[config.mk]
export PLATFORM = sky130hd
export DESIGN_NAME = camera_trigger_sequencer
export DESIGN_NICKNAME = d
export VERILOG_FILES = /design/src/rtl/core/cts_pkg.sv /design/src/rtl/core/camera_trigger_sequencer.sv
export SDC_FILE = /design/constraint.sdc
export NUM_CORES = 2
export LEC_CHECK = 0
export BUFFER_PORTS_ARGS = -buffer_cell sky130_fd_sc_hd__buf_2
export CORE_UTILIZATION = 48
export CTS_BUF_LIST = sky130_fd_sc_hd__clkbuf_8
export DETAILED_ROUTE_END_ITERATION = 12
export HOLD_SLACK_MARGIN = 0.02
export PLACE_DENSITY_LB_ADDON = 0.1
export SYNTH_ARGS = -nofsm -noshare
export SYNTH_HDL_FRONTEND = slang
export SYNTH_SLANG_ARGS = --single-unit
[constraint.sdc]
create_clock -name clk_i -period 6.9 [get_ports clk_i]
set_input_delay 0.345 -clock clk_i [delete_from_list [all_inputs] [get_ports clk_i]]
set_output_delay 0.345 -clock clk_i [all_outputs]
set_load 0.1 [all_outputs]
[src/rtl/core/cts_pkg.sv]
// ----------------------------------------------------------------------------
// Camera trigger sequencer package
// Mode, phase and register index codes shared by the sequencer RTL.
// ----------------------------------------------------------------------------
package cts_pkg;

  localparam int unsigned DataW  = 32;
  localparam int unsigned IndexW = 3;
  localparam int unsigned PhaseW = 4;

  typedef enum logic [1:0] {
    MODE_OFF = 2'd0,
    MODE_LE  = 2'd1,
    MODE_TL  = 2'd2,
    MODE_TD  = 2'd3
  } mode_e;

  typedef enum logic [0:0] {
    CMD_TICK = 1'b0,
    CMD_MODE = 1'b1
  } cmd_e;

  typedef enum logic [IndexW-1:0] {
    REG_FOCUS       = 3'd0,
    REG_SHUT_DELAY  = 3'd1,
    REG_LONG_EXP    = 3'd2,
    REG_SHUTTER     = 3'd3,
    REG_LAPSE_PER   = 3'd4,
    REG_LAPSE_DUR   = 3'd5,
    REG_DELAY_TOTAL = 3'd6
  } reg_idx_e;

  // Sequencer state, one-hot
  typedef enum logic [12:0] {
    PH_IDLE       = 13'b0_0000_0000_0001,
    PH_LE_FOCUS   = 13'b0_0000_0000_0010,
    PH_LE_DELAY   = 13'b0_0000_0000_0100,
    PH_LE_SHUTTER = 13'b0_0000_0000_1000,
    PH_TL_FOCUS   = 13'b0_0000_0001_0000,
    PH_TL_DELAY   = 13'b0_0000_0010_0000,
    PH_TL_SHUTTER = 13'b0_0000_0100_0000,
    PH_TL_WAIT    = 13'b0_0000_1000_0000,
    PH_TD_WAIT    = 13'b0_0001_0000_0000,
    PH_TD_FOCUS   = 13'b0_0010_0000_0000,
    PH_TD_DELAY   = 13'b0_0100_0000_0000,
    PH_TD_SHUTTER = 13'b0_1000_0000_0000,
    PH_CANCEL     = 13'b1_0000_0000_0000
  } phase_e;

  // Numeric phase code as seen on the result port
  function automatic logic [PhaseW-1:0] phase_code(phase_e ph);
    logic [PhaseW-1:0] code;
    case (ph)
      PH_IDLE:       code = 4'd0;
      PH_LE_FOCUS:   code = 4'd1;
      PH_LE_DELAY:   code = 4'd2;
      PH_LE_SHUTTER: code = 4'd3;
      PH_TL_FOCUS:   code = 4'd4;
      PH_TL_DELAY:   code = 4'd5;
      PH_TL_SHUTTER: code = 4'd6;
      PH_TL_WAIT:    code = 4'd7;
      PH_TD_WAIT:    code = 4'd8;
      PH_TD_FOCUS:   code = 4'd9;
      PH_TD_DELAY:   code = 4'd10;
      PH_TD_SHUTTER: code = 4'd11;
      default:       code = 4'd12;
    endcase
    return code;
  endfunction

endpackage

[src/rtl/core/camera_trigger_sequencer.sv]
// A transaction accepted into the input register steps the sequencer state
// registers, whose contents form the result.
// Throughput: one transaction per cycle while the result channel is not
// stalled; the tick increment and a threshold sum of up to four operands with
// its compare sit between the input and result registers.
// Reset (rst_ni low, asynchronous): idle phase, idle mode, both lines off,
// all counters and configuration registers zero, no result pending.
// ----------------------------------------------------------------------------
// Camera trigger sequencer
// Tick-driven focus/shutter sequencer for long exposure, time lapse and
// time delay modes, with one result per input transaction.
// ----------------------------------------------------------------------------
module camera_trigger_sequencer (
  input  logic                        clk_i,
  input  logic                        rst_ni,
  // configuration write
  input  logic                        cfg_valid_i,
  output logic                        cfg_ready_o,
  input  logic [cts_pkg::IndexW-1:0]  cfg_index_i,
  input  logic [cts_pkg::DataW-1:0]   cfg_data_i,
  // input channel
  input  logic                        in_valid_i,
  output logic                        in_stall_o,
  input  logic                        cmd_i,
  input  logic [1:0]                  requested_mode_i,
  // result channel
  output logic                        out_valid_o,
  input  logic                        out_stall_i,
  output logic                        focus_line_o,
  output logic                        shutter_line_o,
  output logic [1:0]                  active_mode_o,
  output logic [cts_pkg::PhaseW-1:0]  phase_o,
  output logic                        done_res_o
);
  import cts_pkg::*;

  // configuration registers
  logic [DataW-1:0] focus_q, sdelay_q, longexp_q, shutter_q;
  logic [DataW-1:0] period_q, duration_q, dtotal_q;

  // thresholds that depend only on configuration
  logic [DataW-1:0] fd, le_end, tl_shut, td_start, td_focus, td_end;
  logic [DataW:0]   td_need;
  logic [DataW+1:0] td_diff;

  // input register
  logic       in_valid_q, in_valid_d;
  cmd_e       cmd_q;
  mode_e      req_mode_q;

  // sequencer state
  phase_e           phase_q, phase_d;
  mode_e            mode_q, mode_d;
  logic [DataW-1:0] tick_q, tick_d, psum_q, psum_d;
  logic             focus_line_q, focus_line_d, shut_line_q, shut_line_d;
  logic             done_q, done_d;
  logic             out_valid_q, out_valid_d;

  logic             in_accept, step_en;
  logic [DataW-1:0] t;
  logic [DataW-1:0] thr_tl_focus, thr_tl_delay, thr_tl_shut, thr_tl_wait;
  logic             in_le, in_tl, in_td, mismatch;

  assign cfg_ready_o = 1'b1;

  // ---- configuration ----
  always_ff @(posedge clk_i or negedge rst_ni) begin
    if (!rst_ni) begin
      focus_q    <= '0;
      sdelay_q   <= '0;
      longexp_q  <= '0;
      shutter_q  <= '0;
      period_q   <= '0;
      duration_q <= '0;
      dtotal_q   <= '0;
    end else if (cfg_valid_i) begin
      case (cfg_index_i)
        REG_FOCUS:       focus_q    <= cfg_data_i;
        REG_SHUT_DELAY:  sdelay_q   <= cfg_data_i;
        REG_LONG_EXP:    longexp_q  <= cfg_data_i;
        REG_SHUTTER:     shutter_q  <= cfg_data_i;
        REG_LAPSE_PER:   period_q   <= cfg_data_i;
        REG_LAPSE_DUR:   duration_q <= cfg_data_i;
        REG_DELAY_TOTAL: dtotal_q   <= cfg_data_i;
        default: ;
      endcase
    end
  end

  always_comb begin
    fd       = focus_q + sdelay_q;
    le_end   = longexp_q + fd;
    tl_shut  = shutter_q + fd;
    td_focus = dtotal_q - sdelay_q;
    td_end   = dtotal_q + shutter_q;
    td_need  = {1'b0, sdelay_q} + {1'b0, focus_q};
    td_diff  = {2'b00, dtotal_q} - {1'b0, td_need};
    // time delay start clamps at zero instead of wrapping
    td_start = td_diff[DataW+1] ? '0 : td_diff[DataW-1:0];
  end

  // ---- handshake ----
  assign in_stall_o  = in_valid_q & out_valid_q & out_stall_i;
  assign in_accept   = in_valid_i & ~in_stall_o;
  assign step_en     = in_valid_q & ~(out_valid_q & out_stall_i);
  assign in_valid_d  = in_accept | (in_valid_q & ~step_en);
  assign out_valid_d = step_en | (out_valid_q & out_stall_i);

  always_ff @(posedge clk_i or negedge rst_ni) begin
    if (!rst_ni) begin
      in_valid_q  <= 1'b0;
      out_valid_q <= 1'b0;
    end else begin
      in_valid_q  <= in_valid_d;
      out_valid_q <= out_valid_d;
    end
  end

  always_ff @(posedge clk_i) begin
    if (in_accept) begin
      cmd_q      <= cmd_e'(cmd_i);
      req_mode_q <= mode_e'(requested_mode_i);
    end
  end

  // ---- sequencer ----
  assign t = (phase_q != PH_IDLE) ? tick_q + 32'd1 : tick_q;

  assign thr_tl_focus = focus_q + psum_q;
  assign thr_tl_delay = fd + psum_q;
  assign thr_tl_shut  = tl_shut + psum_q;
  assign thr_tl_wait  = period_q + psum_q;

  assign in_le = (phase_q == PH_LE_FOCUS) || (phase_q == PH_LE_DELAY) ||
                 (phase_q == PH_LE_SHUTTER);
  assign in_tl = (phase_q == PH_TL_FOCUS) || (phase_q == PH_TL_DELAY) ||
                 (phase_q == PH_TL_SHUTTER) || (phase_q == PH_TL_WAIT);
  assign in_td = (phase_q == PH_TD_WAIT) || (phase_q == PH_TD_FOCUS) ||
                 (phase_q == PH_TD_DELAY) || (phase_q == PH_TD_SHUTTER);
  assign mismatch = (in_le && mode_q != MODE_LE) || (in_tl && mode_q != MODE_TL) ||
                    (in_td && mode_q != MODE_TD);

  always_comb begin
    phase_d      = phase_q;
    mode_d       = mode_q;
    tick_d       = tick_q;
    psum_d       = psum_q;
    focus_line_d = focus_line_q;
    shut_line_d  = shut_line_q;
    done_d       = 1'b0;
    if (cmd_q == CMD_MODE) begin
      mode_d = req_mode_q;
    end else begin
      tick_d = t;
      if (mismatch) begin
        phase_d = PH_CANCEL;
      end else begin
        case (phase_q)
          PH_IDLE: begin
            tick_d = '0;
            psum_d = '0;
            case (mode_q)
              MODE_LE: begin
                focus_line_d = 1'b1;
                phase_d      = PH_LE_FOCUS;
              end
              MODE_TL: begin
                focus_line_d = 1'b1;
                phase_d      = PH_TL_FOCUS;
              end
              MODE_TD: phase_d = PH_TD_WAIT;
              default: ;
            endcase
          end
          PH_LE_FOCUS: if (t >= focus_q) begin
            psum_d       = psum_q + focus_q;
            focus_line_d = 1'b0;
            phase_d      = PH_LE_DELAY;
          end
          PH_LE_DELAY: if (t >= fd) begin
            psum_d      = psum_q + sdelay_q;
            shut_line_d = 1'b1;
            phase_d     = PH_LE_SHUTTER;
          end
          PH_LE_SHUTTER: if (t >= le_end) begin
            mode_d      = MODE_OFF;
            shut_line_d = 1'b0;
            phase_d     = PH_IDLE;
            done_d      = 1'b1;
          end
          PH_TL_FOCUS: if (t >= thr_tl_focus) begin
            focus_line_d = 1'b0;
            phase_d      = PH_TL_DELAY;
          end
          PH_TL_DELAY: if (t >= thr_tl_delay) begin
            shut_line_d = 1'b1;
            phase_d     = PH_TL_SHUTTER;
          end
          PH_TL_SHUTTER: if (t >= thr_tl_shut) begin
            shut_line_d = 1'b0;
            phase_d     = PH_TL_WAIT;
          end
          PH_TL_WAIT: if (t >= thr_tl_wait) begin
            psum_d = thr_tl_wait;
            if (t >= duration_q) begin
              mode_d  = MODE_OFF;
              phase_d = PH_IDLE;
              done_d  = 1'b1;
            end else begin
              focus_line_d = 1'b1;
              phase_d      = PH_TL_FOCUS;
            end
          end
          PH_TD_WAIT: if (t >= td_start) begin
            focus_line_d = 1'b1;
            phase_d      = PH_TD_FOCUS;
          end
          PH_TD_FOCUS: if (t >= td_focus) begin
            focus_line_d = 1'b0;
            phase_d      = PH_TD_DELAY;
          end
          PH_TD_DELAY: if (t >= dtotal_q) begin
            shut_line_d = 1'b1;
            phase_d     = PH_TD_SHUTTER;
          end
          PH_TD_SHUTTER: if (t >= td_end) begin
            mode_d      = MODE_OFF;
            shut_line_d = 1'b0;
            phase_d     = PH_IDLE;
            done_d      = 1'b1;
          end
          default: begin
            // cancel: drop both lines, keep the mode
            phase_d      = PH_IDLE;
            shut_line_d  = 1'b0;
            focus_line_d = 1'b0;
            tick_d       = '0;
          end
        endcase
      end
    end
  end

  always_ff @(posedge clk_i or negedge rst_ni) begin
    if (!rst_ni) begin
      phase_q      <= PH_IDLE;
      mode_q       <= MODE_OFF;
      tick_q       <= '0;
      psum_q       <= '0;
      focus_line_q <= 1'b0;
      shut_line_q  <= 1'b0;
      done_q       <= 1'b0;
    end else if (step_en) begin
      phase_q      <= phase_d;
      mode_q       <= mode_d;
      tick_q       <= tick_d;
      psum_q       <= psum_d;
      focus_line_q <= focus_line_d;
      shut_line_q  <= shut_line_d;
      done_q       <= done_d;
    end
  end

  // state registers only move when the result slot frees, so they are the result
  assign out_valid_o    = out_valid_q;
  assign focus_line_o   = focus_line_q;
  assign shutter_line_o = shut_line_q;
  assign active_mode_o  = mode_q;
  assign phase_o        = phase_code(phase_q);
  assign done_res_o     = done_q;

  // ---- assertions ----
  a_lines_exclusive: assert property (@(posedge clk_i) disable iff (!rst_ni)
    !(focus_line_q && shut_line_q))
    else $error("focus and shutter lines both active");

  a_done_idle: assert property (@(posedge clk_i) disable iff (!rst_ni)
    (out_valid_q && done_q) |-> (phase_q == PH_IDLE && mode_q == MODE_OFF))
    else $error("done reported outside idle");

  a_focus_phase: assert property (@(posedge clk_i) disable iff (!rst_ni)
    (phase_q == PH_LE_FOCUS || phase_q == PH_TL_FOCUS || phase_q == PH_TD_FOCUS)
    |-> focus_line_q)
    else $error("focus phase without focus line");

  a_pending_moves: assert property (@(posedge clk_i) disable iff (!rst_ni)
    (in_valid_q && !out_valid_q) |=> out_valid_q)
    else $error("pending transaction did not produce a result");

endmodule
# [After elaboration in Yosys (flattened, before gate mapping)]
# Index checks and enable logic that the tools add are counted.
[op_classes] addsub=13 n_lt_le_gt_ge=12 n_eq_ne=55 muxes=53 bitwise_logic=15 n_reduce_logical=33
[ops] operator="$ge 32x32->1" n=12
[ops] operator="$add 32x32->32" n=9
[ops] operator="$mux 32" n=7
[ops] operator="$mux 13" n=12
[ops] operator="$pmux 13 s12" n=1
[ops] operator="$pmux 32 s4" n=1
[ops] operator="$pmux 4 s12" n=1
[ops] operator="$ne 3x2->1 const B" n=15
[ops] operator="$pmux 13 s3" n=1
[ops] operator="$sub 32x33->34" n=1
[ops] operator="$add 32x32->33" n=1
[ops] operator="$add 32x1->32 const B" n=1
[ops] operator="$sub 32x32->32" n=1
[ops] operator="$ne 2x1->1 const B" n=12
[ops] operator="$mux 1" n=19
[ops] operator="$reduce_and 2->1" n=8
[ops] operator="$pmux 1 s7" n=2
[ops] operator="$reduce_and 14->1" n=1
[ops] operator="$reduce_and 7->1" n=2
[ops] operator="$eq 13x1->1 const B" n=1
[ops] operator="$eq 13x10->1 const B" n=1
[ops] operator="$eq 13x11->1 const B" n=1
[ops] operator="$eq 13x12->1 const B" n=1
[ops] operator="$eq 13x2->1 const B" n=1
[ops] operator="31 further kinds" n=69
[word_totals] reg_bits=311 inputBits=43 out_inout_bits=12 elab_cells=199

# [Depth between registers and ports, before layout]
[logic_depth] word_depth=9 depth_mapped=36 depth_no_buf=35

# [Worst setup path before layout]
# No wires, ideal clock.
[synth_path] kind="register -> register" from="register focus_q[3]" to="register phase_q[11]" setup_ns=0.134 arrival_time_ns=6.674 t_required_ns=6.766 setup_slack_ns=0.092 stages_incl_launch_ff=32 n_path_buf=1 synth_period_minus_slack_ns=6.808 cell_sequence="dfrtp_1 inv_1 ha_1 and3_1 a221o_1 o221a_4 a31o_4 a21o_2 a21o_1 xor2_1 ha_1 and3_1 nand4_1 a211oi_1 nor3_1 o41ai_1 o211ai_1 and4b_1 o21ai_0 a21oi_1 xnor2_1 ha_1 nand4_1 a21oi_1 a221o_1 a31o_2 nor2_1 a2111oi_0 o2111ai_2 a21oi_2 buf_2 o32ai_1"
[synth_via] elab_chain_len=6 elab_cells_between_ends=24 cone_classes="8 x add/sub; 7 x order compare; 7 x eq/ne; 1 x mux; 1 x reduce/logical"
[synth_lines] element="start: declaration" line_no="camera_trigger_sequencer.sv:38" source="logic [DataW-1:0] focus_q, sdelay_q, longexp_q, shutter_q;"
[synth_lines] element="start signal: assignment" line_no="camera_trigger_sequencer.sv:78" source="REG_FOCUS: focus_q <= cfg_data_i;"
[synth_lines] element="$add 32x32->32 or $add 32x32->33 (tied branches)" line_no="camera_trigger_sequencer.sv:91, camera_trigger_sequencer.sv:96"
[synth_lines] element="$add 32x32->32 or $sub 32x33->34 (tied branches)" line_no="camera_trigger_sequencer.sv:93, camera_trigger_sequencer.sv:97"
[synth_lines] element="$add 32x32->32 or $mux 32 (tied branches)" line_no="camera_trigger_sequencer.sv:131, camera_trigger_sequencer.sv:99"
[synth_lines] element="$ge 32x32->1 (on tied branches)" line_no="camera_trigger_sequencer.sv:199, camera_trigger_sequencer.sv:214"
[synth_lines] element="$ne 3x2->1 (no line)"
[synth_lines] element="$reduce_and 14->1 (no line) *"
[synth_lines] element="end signal: assignment" line_no="camera_trigger_sequencer.sv:254" source="phase_q <= phase_d;"
[synth_lines] element="end: declaration" line_no="camera_trigger_sequencer.sv:52" source="phase_e phase_q, phase_d;"
# Mark *: on every way between the ends. The rest lies on a longest branch, timed or not.
# A chain may end at the register's enable or synchronous reset.

# [Final worst setup path]
[layout_path] from="register focus_q[1]" to="register phase_q[0]"
# The elaborated chain is that of the path after synthesis.

==> results_dict.tcl <==
set metrics [dict create \
    status "finished, final reports clean" \
    grt_pass1_vias 35600 \
    clock_latency_ns 0.71 \
    hp-class "in2async" \
    clock-sinks 311 \
    seq_area_sq_um 7800 \
    drc 0 \
    p_total_mw 20.6 \
    fmax_mhz 145 \
    ys_seq_area_share_pct 20.2 \
    use_met1_pct 49.3 \
    globalplace.congestion 0.954 \
    die_x_microns 286 \
    rsz0062_at_grt "true" \
    cts_buffers 69 \
    synth_area_sq_um 38700 \
    busiest_layer "met2" \
    holdWs_ns 0.230 \
    dr_total_vias 36500 \
    antenna_found_initial 4 \
    avgSynthCellArea_sq_um 8.68 \
    grt_max_degree 88 \
    ir_drop_mv 0.308 \
    maxCapViolations 0 \
    worst-path-max-fanout 5 \
    yosys_warnings 0 \
    grtUsageTotal_pct 33.4 \
    synthCells 4452 \
    crit_arrival_ns 7.46 \
    cts_tree "done" \
    multi_input_area_sq_um 30000 \
    finClkSkew_ns 0.0476 \
    grt_overflow 0 \
    end_kind "flop" \
    use_met3_pct 5.35 \
    ant_nets 0 \
    synthFlopType "dfrtp_1" \
    placementRows 103 \
    drt_iter0_markers 2900 \
    syn2layout_area_growth_pct 22.5 \
    wl_microns 139000 \
    period_needed_ns 6.88 \
    final_common_cell "ha_1" \
    worstSetupPathType "reg2reg" \
    portBuffers 53 \
    start_util_pct 48.7 \
    synth_area_leaders "ha_1 (24%), dfrtp_1 (20%), a21o_1 (5.0%)" \
    finalHoldViolations 0 \
    most-common-layout-cells "ha_1 (718), buf_4 (572), inv_1 (398)" \
    placedInstanceArea_sq_um 44300 \
    finalNonFillerCells 6226 \
    setup_violations 0 \
    grt_pass1_wl_microns 207000 \
    max-clock-path-buffers 3 \
    cp-start-kind "flop" \
    dieArea_sq_um 81700 \
    cts.clk_slew.worst_paths_ns 0.07 \
    gr-usage-met2_pct 49.9 \
    worstPathRequired_ns 7.48 \
    drv_slew 0 \
    async_reset_ff_share_pct 99.0 \
    wire_per_inst_microns 22.3 \
    crit_slowest_cell "dfrtp_1" \
    synth-seq-cells 311 \
    nFillCells 7197 \
    yosysTopAreaCellShare_pct 23.7 \
    root_buffer "clkbuf_8" \
    crit_path_frequent_cell "buf_4" \
    fp.coreArea_sq_um 79400 \
    die_y_microns 286 \
    fin_area_sq_um 47400 \
    dp_hpwl_microns 114000 \
    crit_path_max_incr_delay_ns 0.40 \
    powerDensity_nw_per_um2 434 \
    synth_edf_count 3 \
    via_per_inst 5.87 \
    yosysTopAreaCell "ha_1" \
    post-route-period-util_pct 99.7 \
    worstMarginPinSlew_ns 1.33 \
    dp.cells 6026 \
    ys_types 92 \
    slew_headroom_pct 10.6 \
    drtPass1Iterations 5 \
    io-pin-count 55 \
    p_leak_nw 24.7 \
    cp_top_family "compound AO/OA/AOI/OAI gates" \
    synth_fp_nets 5299 \
    final_nets 5972 \
    crit_buf_inv 7 \
    htree_levels 3 \
    drive_above_1_share_pct 21.2 \
]
==> metal layers <==
layer  part of all wire, %  wire length (microns)
met4                   3.0                   4190
met1                    47                  65700
met3                   8.0                  11100
met2                    42                  57700
met5                     0                      0
==> layout make-up <==
cell class	count	area share, %
tap	1050	2.77
clock inverter	32	0.483
inverter	396	3.14
multi-input combinational	3662	63.4
sequential	311	16.5
antenna	2	0.0106
timing repair buffer	685	11.2
clock buffer	88	2.56
==> state kept, by name, summed over array words and instances (netlist names) <==
name,cells
dtotal_q,32
duration_q,32
focus_q,32
longexp_q,32
period_q,32
psum_q,32
sdelay_q,32
shutter_q,32
tick_q,32
phase_q,13
active_mode_o,2
req_mode_q,2
cmd_q,1
done_res_o,1
focus_line_o,1
in_valid_q,1
out_valid_o,1
shutter_line_o,1
==> cells in the mapped netlist, types with 8 or more instances <==
library cell and number:
ha_1 732, or3_1 19, xnor2_1 168, mux2_2 161
a41oi_1 10, o211ai_1 35, fa_1 72, a2111oi_0 13
or2_2 12, o31a_1 10, a221oi_1 11, and4_1 17
xor2_1 150, nand4_1 79, o221ai_1 8, o2111ai_1 9
o2bb2ai_1 8, nand2_1 335, o21ai_0 289, nor2_1 201
o22ai_1 24, a21boi_0 8, and3_1 37, nand2b_1 68
clkbuf_1 76, nand3_1 86, nand3b_1 12, dfrtp_1 307
nor4_1 20, a211oi_1 42, o21a_1 45, nor2b_1 49
a21oi_1 343, a211o_1 16, and2_1 18, a22o_1 34
nor3_1 60, a21o_1 257, o21bai_1 39, inv_1 396
a31oi_1 34, o31ai_1 20
==> metrics by stage <==
step                utilization, %  setup TNS (ns)  setup WS [ns]
floorplan                        -               0         0.0918
global placement              55.7           -4.74         -0.412
detailed placement            55.7           -6.11         -0.505
CTS                           58.6               0        0.00322
global route                  59.7           -2.39         -0.208
finish                        59.7               0         0.0190
==> power breakdown <==
part           switching, mW  total, mW  internal, mW
Clock                   1.01       2.24          1.23
Sequential             0.391       2.56          2.16
Combinational           8.53       15.8          7.25
==> kinds of logic (layout without fill, tap and decap cells) <==
kind of cell / count (synthesis) / in the layout / share of synthesized area (%)
AOI/OAI and AO/OA: 1326 / 1326 / 22.3
xor gates and xnor gates: 320 / 320 / 7.29
adders and majority gates: 804 / 804 / 27.4
buffers and inverters: 479 / 1201 / 4.68
DFF: 311 / 311 / 20.2
muxes: 163 / 163 / 4.74
other: 1 / 3 / 0.00970
and+or+nand+nor: 1048 / 1048 / 13.4
==> final timing paths <==
kind / to / startpoint / cells after the start / slack, ns
worst min register to register: duration_q[13] / duration_q[13] / 1 / 0.50
worst max-delay path: phase_q[0] / focus_q[1] / 34 / 0.02
min in group clk_i: req_mode_q[0] / requested_mode_i[0] / 2 / 0.38
worst min-delay path: tick_q[4] / rst_ni / 2 / 0.23
max in group asynchronous: period_q[28] / rst_ni / 3 / 5.03
worst max register to register: phase_q[0] / focus_q[1] / 34 / 0.02
==> repair_timing <==
item                       4_1_cts  5_1_grt
resized for setup               67      138
hold buffers                    39        0
pin swaps                       39      111
buffers inserted                17       24
gates cloned                     0        3
hold endpoints to repair       204        0
setup endpoints to repair       14       19
(Power assumes the default switching activity.)
